### src/design/jgsl_pkg.sv
// ----------------------------------------------------------------------------
// jgsl_pkg
// Shared payload types and fixed constants of the joystick gaze controller.
// ----------------------------------------------------------------------------
package jgsl_pkg;

    // Converter resolution; the top reading is (1 << ADC_BITS) - 1.
    localparam int ADC_BITS = 12;

    typedef struct packed {
        logic [ADC_BITS-1:0] joy_x;
        logic [ADC_BITS-1:0] joy_y;
        logic                button;
    } t_in;

    typedef struct packed {
        logic [7:0] pan_angle;
        logic [7:0] tilt_angle;
        logic [7:0] lid_top_left;
        logic [7:0] lid_top_right;
        logic [7:0] lid_bottom_left;
        logic [7:0] lid_bottom_right;
        logic       blinking;
    } t_out;

    localparam logic [7:0] ANGLE_CENTER = 8'd90;

    // Lid poses: "closed" end of each lid servo, the other end is open.
    localparam logic [7:0] LID_HIGH = 8'd90;
    localparam logic [7:0] LID_LOW  = 8'd10;

    // Tilt window for the squint progress.
    localparam logic [7:0] TILT_LID_BASE = 8'd40;
    localparam logic [7:0] TILT_LID_TOP  = 8'd140;

    localparam logic [6:0]  SQUINT_FULL  = 7'd100;
    localparam logic [13:0] CLOSE_SCALE  = 14'd10000;
    // floor(m / 125) = (m * 8389) >> 20, exact for m <= 10000.
    localparam logic [13:0] RECIP_125    = 14'd8389;
    localparam int          RECIP_SHIFT  = 20;
    localparam logic [6:0]  LID_DIVISOR  = 7'd125;

    // Configuration register indexes.
    localparam logic [2:0] REG_DEADZONE = 3'd0;
    localparam logic [2:0] REG_CENTER   = 3'd1;
    localparam logic [2:0] REG_MAX_STEP = 3'd2;
    localparam logic [2:0] REG_PAN_MIN  = 3'd3;
    localparam logic [2:0] REG_PAN_MAX  = 3'd4;
    localparam logic [2:0] REG_TILT_MIN = 3'd5;
    localparam logic [2:0] REG_TILT_MAX = 3'd6;
    localparam logic [2:0] REG_SQUINT   = 3'd7;

endpackage

### src/design/jgsl_axis_lane.sv
// ----------------------------------------------------------------------------
// jgsl_axis_lane
// One axis: deadzone test, interpolation setup and a restoring divider that
// retires one quotient bit per cycle, then the clamp to the axis limits.
// ----------------------------------------------------------------------------
module jgsl_axis_lane (
    input  logic                          i_clk,
    input  logic                          i_rst_n,
    input  logic                          i_start,
    input  logic [jgsl_pkg::ADC_BITS-1:0] i_p,
    input  logic [7:0]                    i_lo_end,
    input  logic [7:0]                    i_hi_end,
    input  logic [11:0]                   i_center,
    input  logic [10:0]                   i_deadzone,
    output logic                          o_done,
    output logic [7:0]                    o_target
);
    import jgsl_pkg::*;

    localparam int NUM_W = ADC_BITS + 10;
    localparam int DEN_W = ADC_BITS + 1;
    localparam int CNT_W = $clog2(NUM_W + 1);
    localparam logic signed [NUM_W-1:0] FULL = NUM_W'((64'd1 << ADC_BITS) - 64'd1);
    localparam logic signed [NUM_W-1:0] C90  = NUM_W'(90);

    logic signed [NUM_W-1:0] s_p, s_c, s_dz, s_lo, s_hi, s_diff, s_mag;
    logic signed [NUM_W-1:0] s_den, s_num, s_den_abs, s_num_abs;
    logic                    bypass;

    logic                    r_busy, r_done, r_bypass, r_neg;
    logic [CNT_W-1:0]        r_cnt;
    logic [NUM_W-1:0]        r_quo;
    logic [DEN_W-1:0]        r_rem, r_den;
    logic [7:0]              r_lo, r_hi, r_target;

    logic [DEN_W:0]          rem_sh;
    logic                    q_bit;
    logic signed [NUM_W:0]   v;
    logic [7:0]              tgt;

    always_comb begin
        s_p    = NUM_W'(i_p);
        s_c    = NUM_W'(i_center);
        s_dz   = NUM_W'(i_deadzone);
        s_lo   = NUM_W'(i_lo_end);
        s_hi   = NUM_W'(i_hi_end);
        s_diff = s_p - s_c;
        s_mag  = s_diff[NUM_W-1] ? -s_diff : s_diff;
        if (s_p < s_c) begin
            s_den = s_c - s_dz;
            s_num = s_lo * s_den + s_p * (C90 - s_lo);
        end else begin
            s_den = FULL - s_c - s_dz;
            s_num = C90 * s_den + (s_p - s_c - s_dz) * (s_hi - C90);
        end
        s_den_abs = s_den[NUM_W-1] ? -s_den : s_den;
        s_num_abs = s_num[NUM_W-1] ? -s_num : s_num;
        bypass    = (s_mag < s_dz) || (s_den == '0);
    end

    always_comb begin
        rem_sh = {r_rem, r_quo[NUM_W-1]};
        q_bit  = (rem_sh >= {1'b0, r_den});
        v      = r_neg ? -$signed({1'b0, r_quo}) : $signed({1'b0, r_quo});
        if (r_bypass) begin
            tgt = ANGLE_CENTER;
        end else if (v < $signed({{(NUM_W-7){1'b0}}, r_lo})) begin
            tgt = r_lo;
        end else if (v > $signed({{(NUM_W-7){1'b0}}, r_hi})) begin
            tgt = r_hi;
        end else begin
            tgt = v[7:0];
        end
    end

    always_ff @(posedge i_clk) begin
        if (!i_rst_n) begin
            r_busy <= 1'b0;
            r_done <= 1'b0;
            r_cnt  <= '0;
        end else begin
            r_done <= 1'b0;
            if (i_start) begin
                r_busy <= 1'b1;
                r_cnt  <= CNT_W'(NUM_W);
            end else if (r_busy) begin
                if (r_cnt == '0) begin
                    r_busy <= 1'b0;
                    r_done <= 1'b1;
                end else begin
                    r_cnt <= r_cnt - 1'b1;
                end
            end
        end
    end

    always_ff @(posedge i_clk) begin
        if (i_start) begin
            r_bypass <= bypass;
            r_neg    <= s_den[NUM_W-1] ^ s_num[NUM_W-1];
            r_quo    <= s_num_abs;
            r_den    <= s_den_abs[DEN_W-1:0];
            r_rem    <= '0;
            r_lo     <= (i_lo_end < i_hi_end) ? i_lo_end : i_hi_end;
            r_hi     <= (i_lo_end < i_hi_end) ? i_hi_end : i_lo_end;
        end else if (r_busy && (r_cnt != '0)) begin
            r_rem <= q_bit ? DEN_W'(rem_sh - {1'b0, r_den}) : rem_sh[DEN_W-1:0];
            r_quo <= {r_quo[NUM_W-2:0], q_bit};
        end
        if (r_busy && (r_cnt == '0)) begin
            r_target <= tgt;
        end
    end

    assign o_done   = r_done;
    assign o_target = r_target;

endmodule

### src/design/jgsl_merge.sv
// ----------------------------------------------------------------------------
// jgsl_merge
// Merge the lane targets: slew-limit the stored gaze, then derive the four
// lid angles from the new tilt over three further steps.
// ----------------------------------------------------------------------------
module jgsl_merge (
    input  logic             i_clk,
    input  logic             i_rst_n,
    input  logic             i_start,
    input  logic [7:0]       i_pan_tgt,
    input  logic [7:0]       i_tilt_tgt,
    input  logic [7:0]       i_max_step,
    input  logic [6:0]       i_squint,
    output logic [7:0]       o_pan_now,
    output logic [7:0]       o_tilt_now,
    output logic             o_done,
    output jgsl_pkg::t_out   o_res
);
    import jgsl_pkg::*;

    logic [7:0]  r_pan_now, r_tilt_now, n_pan_now, n_tilt_now;
    logic [6:0]  r_d, n_d, sqc, r_qt, r_qb;
    logic [13:0] r_mt, r_mb, rt, rb;
    logic [1:0]  r_step;
    logic        r_busy, r_done;
    t_out        r_res;
    logic [6:0]  ceil_t, ceil_b;

    function automatic logic [7:0] slew(input logic [7:0] now, input logic [7:0] tgt,
                                        input logic [7:0] stp);
        logic signed [9:0] d;
        logic signed [9:0] s;
        d = $signed({2'b00, tgt}) - $signed({2'b00, now});
        s = $signed({2'b00, stp});
        if (d > s)       return now + stp;
        else if (d < -s) return now - stp;
        else             return tgt;
    endfunction

    always_comb begin
        n_pan_now  = slew(r_pan_now, i_pan_tgt, i_max_step);
        n_tilt_now = slew(r_tilt_now, i_tilt_tgt, i_max_step);
        if (n_tilt_now < TILT_LID_BASE)     n_d = 7'd0;
        else if (n_tilt_now > TILT_LID_TOP) n_d = SQUINT_FULL;
        else                                n_d = 7'(n_tilt_now - TILT_LID_BASE);
        sqc    = (i_squint > SQUINT_FULL) ? SQUINT_FULL : i_squint;
        rt     = r_mt - 14'(r_qt) * 14'(LID_DIVISOR);
        rb     = r_mb - 14'(r_qb) * 14'(LID_DIVISOR);
        ceil_t = r_qt + 7'(rt != '0);
        ceil_b = r_qb + 7'(rb != '0);
    end

    always_ff @(posedge i_clk) begin
        if (!i_rst_n) begin
            r_pan_now  <= ANGLE_CENTER;
            r_tilt_now <= ANGLE_CENTER;
            r_busy     <= 1'b0;
            r_done     <= 1'b0;
            r_step     <= '0;
        end else begin
            r_done <= 1'b0;
            if (i_start) begin
                r_pan_now  <= n_pan_now;
                r_tilt_now <= n_tilt_now;
                r_busy     <= 1'b1;
                r_step     <= '0;
            end else if (r_busy) begin
                r_step <= r_step + 1'b1;
                if (r_step == 2'd2) begin
                    r_busy <= 1'b0;
                    r_done <= 1'b1;
                end
            end
        end
    end

    always_ff @(posedge i_clk) begin
        if (i_start) begin
            r_d <= n_d;
        end
        if (r_busy) begin
            case (r_step)
                2'd0: begin
                    r_mt <= CLOSE_SCALE - 14'(sqc) * 14'(SQUINT_FULL - r_d);
                    r_mb <= CLOSE_SCALE - 14'(sqc) * 14'(r_d);
                end
                2'd1: begin
                    r_qt <= 7'((28'(r_mt) * 28'(RECIP_125)) >> RECIP_SHIFT);
                    r_qb <= 7'((28'(r_mb) * 28'(RECIP_125)) >> RECIP_SHIFT);
                end
                2'd2: begin
                    r_res.pan_angle        <= r_pan_now;
                    r_res.tilt_angle       <= r_tilt_now;
                    r_res.lid_top_left     <= LID_HIGH - 8'(ceil_t);
                    r_res.lid_top_right    <= LID_LOW + 8'(r_qt);
                    r_res.lid_bottom_left  <= LID_LOW + 8'(r_qb);
                    r_res.lid_bottom_right <= LID_HIGH - 8'(ceil_b);
                    r_res.blinking         <= 1'b0;
                end
                default: ;
            endcase
        end
    end

    assign o_pan_now  = r_pan_now;
    assign o_tilt_now = r_tilt_now;
    assign o_done     = r_done;
    assign o_res      = r_res;

endmodule

### src/design/joystick_gaze_slew_lid_control.sv
// ----------------------------------------------------------------------------
// joystick_gaze_slew_lid_control
// Joystick-driven gaze with deadzone scaling, slew limiting and lid squint.
// ----------------------------------------------------------------------------
// Usage:
//   Input channel (i_in_valid / o_in_ready / i_in_data) takes one joystick
//   sample per transfer. Output channel (o_out_valid / i_out_ready /
//   o_out_data) returns exactly one result per sample, in order.
//   Configuration is a plain write port (i_cfg_we, i_cfg_idx, i_cfg_data);
//   write it only while no sample is in flight.
//   Processing: a gaze sample runs both axis lanes side by side; each lane's
//   serial divider retires one quotient bit per cycle, ADC_BITS + 10 bits,
//   then the merge slew-limits the gaze and derives the lids before the
//   result register. A button sample goes straight to the result register.
//   Throughput: one sample at a time; the input is ready again once the
//   result has moved into the output register.
//   Reset: configuration returns to its defaults, both gaze angles to 90,
//   the output register empties.
//   Stall: a result waits in the output register while the receiver holds
//   i_out_ready low; the next sample is still taken and computed, and only
//   its hand-off waits for the register to free.
// ----------------------------------------------------------------------------
module joystick_gaze_slew_lid_control (
    input  logic            i_clk,
    input  logic            i_rst_n,
    input  logic            i_in_valid,
    output logic            o_in_ready,
    input  jgsl_pkg::t_in   i_in_data,
    output logic            o_out_valid,
    input  logic            i_out_ready,
    output jgsl_pkg::t_out  o_out_data,
    input  logic            i_cfg_we,
    input  logic [2:0]      i_cfg_idx,
    input  logic [11:0]     i_cfg_data
);
    import jgsl_pkg::*;

    localparam logic [1:0] S_IDLE  = 2'd0;
    localparam logic [1:0] S_LANE  = 2'd1;
    localparam logic [1:0] S_MERGE = 2'd2;
    localparam logic [1:0] S_PUSH  = 2'd3;

    logic [1:0]  r_state, n_state;
    logic [10:0] r_deadzone;
    logic [11:0] r_center;
    logic [7:0]  r_max_step, r_pan_min, r_pan_max, r_tilt_min, r_tilt_max;
    logic [6:0]  r_squint;

    logic        in_xfer, lane_start, out_free;
    logic        pan_done, tilt_done, merge_done;
    logic [7:0]  pan_tgt, tilt_tgt, pan_now, tilt_now;
    t_out        merge_res, r_res, r_out_data;
    logic        r_out_valid;

    assign o_in_ready = (r_state == S_IDLE);
    assign in_xfer    = i_in_valid && o_in_ready;
    assign lane_start = in_xfer && !i_in_data.button;
    // The output register can take a result if empty or draining this cycle.
    assign out_free   = !r_out_valid || i_out_ready;

    // Configuration registers.
    always_ff @(posedge i_clk) begin
        if (!i_rst_n) begin
            r_deadzone <= 11'd250;
            r_center   <= 12'd1830;
            r_max_step <= 8'd5;
            r_pan_min  <= 8'd60;
            r_pan_max  <= 8'd120;
            r_tilt_min <= 8'd60;
            r_tilt_max <= 8'd120;
            r_squint   <= 7'd60;
        end else if (i_cfg_we) begin
            case (i_cfg_idx)
                REG_DEADZONE: r_deadzone <= i_cfg_data[10:0];
                REG_CENTER:   r_center   <= i_cfg_data;
                REG_MAX_STEP: r_max_step <= i_cfg_data[7:0];
                REG_PAN_MIN:  r_pan_min  <= i_cfg_data[7:0];
                REG_PAN_MAX:  r_pan_max  <= i_cfg_data[7:0];
                REG_TILT_MIN: r_tilt_min <= i_cfg_data[7:0];
                REG_TILT_MAX: r_tilt_max <= i_cfg_data[7:0];
                REG_SQUINT:   r_squint   <= i_cfg_data[6:0];
                default: ;
            endcase
        end
    end

    jgsl_axis_lane u_pan_lane (
        .i_clk      (i_clk),
        .i_rst_n    (i_rst_n),
        .i_start    (lane_start),
        .i_p        (i_in_data.joy_x),
        .i_lo_end   (r_pan_min),
        .i_hi_end   (r_pan_max),
        .i_center   (r_center),
        .i_deadzone (r_deadzone),
        .o_done     (pan_done),
        .o_target   (pan_tgt)
    );

    jgsl_axis_lane u_tilt_lane (
        .i_clk      (i_clk),
        .i_rst_n    (i_rst_n),
        .i_start    (lane_start),
        .i_p        (i_in_data.joy_y),
        .i_lo_end   (r_tilt_min),
        .i_hi_end   (r_tilt_max),
        .i_center   (r_center),
        .i_deadzone (r_deadzone),
        .o_done     (tilt_done),
        .o_target   (tilt_tgt)
    );

    // Lanes share one latency, so both finish in the same cycle.
    jgsl_merge u_merge (
        .i_clk      (i_clk),
        .i_rst_n    (i_rst_n),
        .i_start    (pan_done && tilt_done),
        .i_pan_tgt  (pan_tgt),
        .i_tilt_tgt (tilt_tgt),
        .i_max_step (r_max_step),
        .i_squint   (r_squint),
        .o_pan_now  (pan_now),
        .o_tilt_now (tilt_now),
        .o_done     (merge_done),
        .o_res      (merge_res)
    );

    always_comb begin
        n_state = r_state;
        case (r_state)
            S_IDLE: begin
                if (in_xfer) n_state = i_in_data.button ? S_PUSH : S_LANE;
            end
            S_LANE: begin
                if (pan_done && tilt_done) n_state = S_MERGE;
            end
            S_MERGE: begin
                if (merge_done) n_state = S_PUSH;
            end
            S_PUSH: begin
                if (out_free) n_state = S_IDLE;
            end
            default: n_state = S_IDLE;
        endcase
    end

    always_ff @(posedge i_clk) begin
        if (!i_rst_n) begin
            r_state     <= S_IDLE;
            r_out_valid <= 1'b0;
        end else begin
            r_state <= n_state;
            if (r_state == S_PUSH && out_free) begin
                r_out_valid <= 1'b1;
            end else if (i_out_ready) begin
                r_out_valid <= 1'b0;
            end
        end
    end

    // Hold the pending result; a blink shows the held gaze and closed lids.
    always_ff @(posedge i_clk) begin
        if (in_xfer && i_in_data.button) begin
            r_res.pan_angle        <= pan_now;
            r_res.tilt_angle       <= tilt_now;
            r_res.lid_top_left     <= LID_HIGH;
            r_res.lid_top_right    <= LID_LOW;
            r_res.lid_bottom_left  <= LID_LOW;
            r_res.lid_bottom_right <= LID_HIGH;
            r_res.blinking         <= 1'b1;
        end else if (r_state == S_MERGE && merge_done) begin
            r_res <= merge_res;
        end
        if (r_state == S_PUSH && out_free) begin
            r_out_data <= r_res;
        end
    end

    assign o_out_valid = r_out_valid;
    assign o_out_data  = r_out_data;

endmodule

### config.mk
export PLATFORM = sky130hd
export DESIGN_NAME = joystick_gaze_slew_lid_control
export DESIGN_NICKNAME = d
export VERILOG_FILES = /design/src/design/jgsl_pkg.sv /design/src/design/jgsl_axis_lane.sv /design/src/design/jgsl_merge.sv /design/src/design/joystick_gaze_slew_lid_control.sv
export SDC_FILE = /design/constraint.sdc
export NUM_CORES = 2
export LEC_CHECK = 0
export ABC_CLOCK_PERIOD_IN_PS = 18300
export BUFFER_PORTS_ARGS = -buffer_cell sky130_fd_sc_hd__buf_2
export CAP_MARGIN = 5
export CORE_MARGIN = 2
export CORE_UTILIZATION = 50
export DETAILED_ROUTE_END_ITERATION = 10
export PLACE_DENSITY = 0.66
export SLEW_MARGIN = 10
export SYNTH_ARGS = -nofsm -noshare
export SYNTH_HDL_FRONTEND = slang
export SYNTH_HIERARCHICAL = 1
export SYNTH_SLANG_ARGS = --single-unit
### constraint.sdc
create_clock -name i_clk -period 18.3 [get_ports i_clk]
set_input_delay 0.915 -clock i_clk [delete_from_list [all_inputs] [get_ports i_clk]]
set_output_delay 0.915 -clock i_clk [all_outputs]
set_load 0.005 [all_outputs]
### After elaboration in Yosys (flattened, before gate mapping)

Index checks and enable logic that the tools add are counted.

| word-level totals | value |
|---|---|
| word-level logic and storage cells | 284 |
| register bits after elaboration | 450 |
| bits of input ports | 45 |

| operators by class | value |
|---|---|
| multiplexer cells | 60 |
| add/sub/neg operators | 47 |
| reductions and logical operators | 54 |
| magnitude comparators | 19 |
| multipliers | 13 |
| bitwise logic cells | 8 |
| equality and inequality tests | 18 |

Operators by type and width:

| operator | count |
|---|---|
| 22-bit two-way mux | 12 |
| 49-bit two-way mux | 2 |
| 8-bit two-way mux | 12 |
| 22-bit adder | 4 |
| 14-bit by 14-bit multiplier with 27-bit output, second input constant | 2 |
| 13-bit two-way mux | 4 |
| 23-bit by 9-bit greater-than comparator with 1-bit output | 2 |
| 23-bit by 9-bit < comparator with 1-bit output | 2 |
| 23-bit two-way mux | 2 |
| 22-bit negation with 23-bit output | 2 |
| 22-bit logical NOT | 2 |
| 22-bit by 12-bit < comparator with 1-bit output | 2 |
| 13-bit by 22-bit multiplier with 22-bit output | 2 |
| 22-bit by 22-bit multiplier with 22-bit output | 2 |
| 9-bit by 22-bit multiplier with 22-bit output | 2 |
| 13-bit negation with 22-bit output | 2 |
| 22-bit negation | 2 |
| 5-bit two-way mux | 6 |
| 2-bit AND reduction | 15 |
| 14-bit by 13-bit greater-or-equal comparator with 1-bit output | 2 |
| 7-bit by 7-bit multiplier with 14-bit output, second input constant | 2 |
| 14-bit nonzero test | 2 |
| 13-bit by 12-bit subtractor with 14-bit output | 2 |
| 14-bit subtractor | 2 |
| 53 further kinds | 130 |

### Logic depth before layout (Yosys ltp)

| logic depth | value |
|---|---|
| depth after elaboration | 8 |
| mapped depth | 44 |
| depth with buffers taken out | 42 |

### By module

Netlist, hierarchy kept.

Modules (own cells, without submodules):

| module | seq. area each (um2) | times used | cells each | area each (um2) |
|---|---|---|---|---|
| jgsl_axis_lane (u_tilt_lane) | 2232.1 | 1 | 2763 | 23736.5 |
| jgsl_axis_lane (u_pan_lane) | 2232.1 | 1 | 2713 | 23545.1 |
| jgsl_merge | 3283.1 | 1 | 1956 | 18711.7 |
| joystick_gaze_slew_lid_control | 4073.9 | 1 | 602 | 6140.9 |

### Worst setup path before layout

Ideal clock, no wire load.

| timing | value |
|---|---|
| path kind | input port to flip-flop |
| start point | input i_in_data[13] (netlist bit) |
| end point | register u_pan_lane.r_quo[13] (data pin) |
| buffers on the path | 1 |
| slack | 8358 ps |
| library setup time | 260 ps |
| stages | 40 |
| arrival | 9683 ps |
| cell sequence | inv_1 > ha_1 > fa_1 > xor2_1 > inv_1 > ha_1 > nor2b_1 > o21ai_0 > a21oi_1 > o21ai_0 > a21oi_1 > o21ai_0 > a21boi_0 > o21ai_0 > nand2b_1 > a221o_1 > xnor2_1 > or2_2 > [... 4 more ...] > fa_1 > inv_1 > fa_1 > inv_1 > ha_1 > and4_1 > o21ai_0 > a21oi_1 > o31ai_2 > o211ai_1 > a21oi_1 > o21bai_1 > a21oi_1 > xnor3_1 > buf_6 > a221oi_2 > xnor2_1 > mux2_2 |

| between the ends | value |
|---|---|
| word-level cells in the longest chain between the ends | 8 |
| elaborated cells between the ends (all ways) | 11 |

RTL lines:

| element | line | text |
|---|---|---|
| start, declared | joystick_gaze_slew_lid_control.sv:28 | `input jgsl_pkg::t_in i_in_data,` |
| 12-bit by 12-bit subtractor with 13-bit output | jgsl_axis_lane.sv:54 | `s_num = C90 * s_den + (s_p - s_c - s_dz) * (s_hi - C90);` |
| 13-bit by 12-bit subtractor with 14-bit output | jgsl_axis_lane.sv:54 |  |
| 22-bit by 22-bit multiplier with 22-bit output | jgsl_axis_lane.sv:54 |  |
| 22-bit adder | jgsl_axis_lane.sv:54 |  |
| 22-bit two-way mux * | jgsl_axis_lane.sv:49 | `if (s_p < s_c) begin` |
| 22-bit negation | jgsl_axis_lane.sv:57 | `s_num_abs = s_num[NUM_W-1] ? -s_num : s_num;` |
| 22-bit two-way mux * | jgsl_axis_lane.sv:57 |  |
| 22-bit two-way mux * | jgsl_axis_lane.sv:98 | `if (i_start) begin` |
| end signal, assigned | jgsl_axis_lane.sv:101 | `r_quo <= s_num_abs;` |
| end signal, assigned | jgsl_axis_lane.sv:108 | `r_quo <= {r_quo[NUM_W-2:0], q_bit};` |
| end, declared | jgsl_axis_lane.sv:32 | `logic [NUM_W-1:0] r_quo;` |

Every way passes the cells marked *; elsewhere a longest branch is shown, timed or not.
A chain may end at the register's enable or synchronous reset.

### Final worst setup path

| timing | value |
|---|---|
| start point | input i_in_data[13] (netlist bit) |
| end point | register u_pan_lane.r_quo[19] (data pin) |

Same word-level chain as after synthesis.

==> impl_results.md <==
* R2r setup slk at 7220 ps
* Area occupied by multi-input gates at 0.0540 mm2
* CTS Buffer Depth at 3
* Netlist Area Pre-Place at 0.0721 mm2
* H-tree depth at 2
* Per-cell routed wire length at 18.7 um
* Max Cap Viol at 0
* Via count at 55495
* Setup WS pre-CTS at 6520 ps
* Seq cells post-synth at 449
* Reg-to-reg startpoint: r_center[0]
* Final clock skew at 67.0 ps
* Crit path arrival time at 11600 ps
* Hold path endpoint: o_out_data[45]
* Gate Count Post-Synth at 8034
* Worst-path fanout max at 21
* Hold path cells at 0
* Post-DP HPWL at 152000 um
* CTS Root Buffer Type: clkbuf_16
* Cell family with most CP delay: adder cells
* Sequential fraction of the synthesis area at 0.164
* Largest net degree at the start of global routing at 153
* Fin crit share at 0.612
* Core area at 0.143 mm2
* Die Width at 384 um
* Synth Flop Type: edfxtp_1
* Filler Cells Inserted at 13138
* Final min period at 11190 ps
* Top routing layer in use: met5
* Ys async rst share at 0
* Status: finished clean
* Initial Util at 0.503
* Initial drt markers at 3710
* Synth cell types at 118
* CTS resizes at 0
* Post-Syn Nets at 9950
* Total number of yosys warnings at 6
* Antenna-violating nets left at 0
* CTS buffer count at 55
* Die Area at 0.147 mm2
* Syn_area_per_cell at 8.98 um2
* Rel. slew slack at 0.168
* Setup crit end kind: flop
* Reg2Reg Depth at 38
* Crit Path Category: primary input to flop
* Hold Path Class: flop to flop
* Hold Startpoint: r_res[45]
* Worst Setup Slack, final at 7110 ps
* Clk Latency, worst-skew pair at 690 ps
* Placer Congestion at 0.918
* CTS sink cnt at 449
* Crit path buf inv count at 6
* Port Buffers at 95
* Worst Tran Pin Value at 1240 ps
* Post-CTS Setup Bufs at 0
* Row count at 139
* Wl on met1 at 82800 um
* DR WL met3 at 10400 um
* Residual DRC count at 0
* CTS tree: done
* EDFF count, synth at 283
* Vias in the first global route at 56220
* Min Hold Slack at 418 ps
* Critical path's most frequent cell: fa_1
* Routed wl met2 at 87700 um
* First-pass GRT wire length at 302000 um
* Final hold violation count at 0
* Seq. cell area at 0.0118 mm2
* Most frequent cells in the layout: inv_1 (1447), ha_1 (1039), fa_1 (832)
* Syn-to-layout area delta at 6.04%
* Commonest non-fill, non-tap cell in the layout: inv_1
* Ratio of cells with drive above 1 in the final layout at 0.0511
* Drt via density at 5.57
* I/O Pins at 96
* Hold_buf cts at 0
* Reg2reg end: u_pan_lane/r_quo[19]
* GRT Overall Usage at 0.256
* Initial antenna violation count at 5
* Fmax at 89.3 MHz
* Slew Viols, Final at 0
* Worst-path cell with the longest stage delay: xnor3_1
* CP peak stage delay at 930 ps
* Startpoint Class: primary input
* Final setup vio count at 0
* Routed WL at 187000 um
* Layout Nets at 9936
* Gr ovfl total at 0
* DR pass1 iterations at 6
* CP Data Required Time at 18710 ps
* RSZ-0062 raised after global routing: no
* CTS clk-pin slew, worst paths at 60 ps
* Die Y at 384 um
* Setup TNS at 0 ps
-- state kept, by name, summed over array words and instances (netlist names), 14 cells and up --
name,count
u_tilt_lane/r_quo,22
r_res,49
u_pan_lane/r_quo,22
u_merge/r_mt,14
o_out_data,49
u_merge/o_res,48
-- cells by family after synthesis --
kind of cell / synth area share
other: 0.0000520
and+or+nand+nor: 0.151
muxes: 0.0226
adders and majority gates: 0.411
buffers and inverters: 0.0886
DFF: 0.164
AOI/OAI and AO/OA: 0.107
xor gates and xnor gates: 0.0556
-- Yosys cell counts (all sizes together), types with 66 or more instances --
| master | count | area (um2) |
|---|---|---|
| mux2i | 102 | 1020 |
| xor2 | 123 | 1080 |
| clkbuf | 182 | 683 |
| dfxtp | 166 | 3320 |
| nand3 | 135 | 676 |
| ha | 1039 | 13000 |
| inv | 1449 | 5440 |
| a21oi | 320 | 1610 |
| nand2 | 794 | 2980 |
| nor2b | 122 | 763 |
| o21ai | 236 | 1180 |
| fa | 832 | 16700 |
| nor3 | 113 | 576 |
| nand2b | 123 | 769 |
| edfxtp | 283 | 8500 |
| o21a | 66 | 495 |
| a21o | 99 | 743 |
| xnor2 | 332 | 2910 |
| nor2 | 477 | 1790 |
| and2 | 222 | 1390 |
-- stage by stage --
stage | instances | util | cell area (um2)
finish | 9971 | 0.533 | 76500
global route | 9970 | 0.533 | 76500
CTS | 9970 | 0.533 | 76500
detailed placement | 9866 | 0.520 | 74600
global placement | 9866 | 0.520 | 74600
floorplan | 8034 | - | 72100
-- worst max-delay path by stage --
stage             startpoint              endpoint  slack (ps)  cells past startpoint
4_1_cts        i_in_data[13]  u_pan_lane/r_quo[19]        7180                     40
3_3_place_gp   i_in_data[13]  u_pan_lane/r_quo[19]        6590                     40
3_5_place_dp   i_in_data[13]  u_pan_lane/r_quo[19]        6520                     40
6_report       i_in_data[13]  u_pan_lane/r_quo[19]        7110                     40
2_1_floorplan  i_in_data[13]  u_pan_lane/r_quo[13]        8360                     40
5_1_grt        i_in_data[13]  u_pan_lane/r_quo[19]        6360                     40
-- routing by layer --
metal  global-route usage  vias up
met2                0.428     1521
met1                0.347    27436
li1                     -    26268
met4               0.0752        4
met3               0.0318      266
met5                    0        -
-- layout make-up --
| type | instances | area share |
|---|---|---|
| Clock buffer | 80 | 0.0207 |
| Tap cell | 1903 | 0.0311 |
| Timing Repair Buffer | 159 | 0.0127 |
| Multi-Input combinational cell | 5904 | 0.706 |
| Clock inverter | 24 | 0.00407 |
| Sequential cell | 449 | 0.155 |
| Antenna cell | 1 | 0.0000327 |
| Inverter | 1451 | 0.0712 |
Power is left out: the tool's default activity adds up to more than one toggle a clock period on the data nets, which glitch-free logic cannot reach.
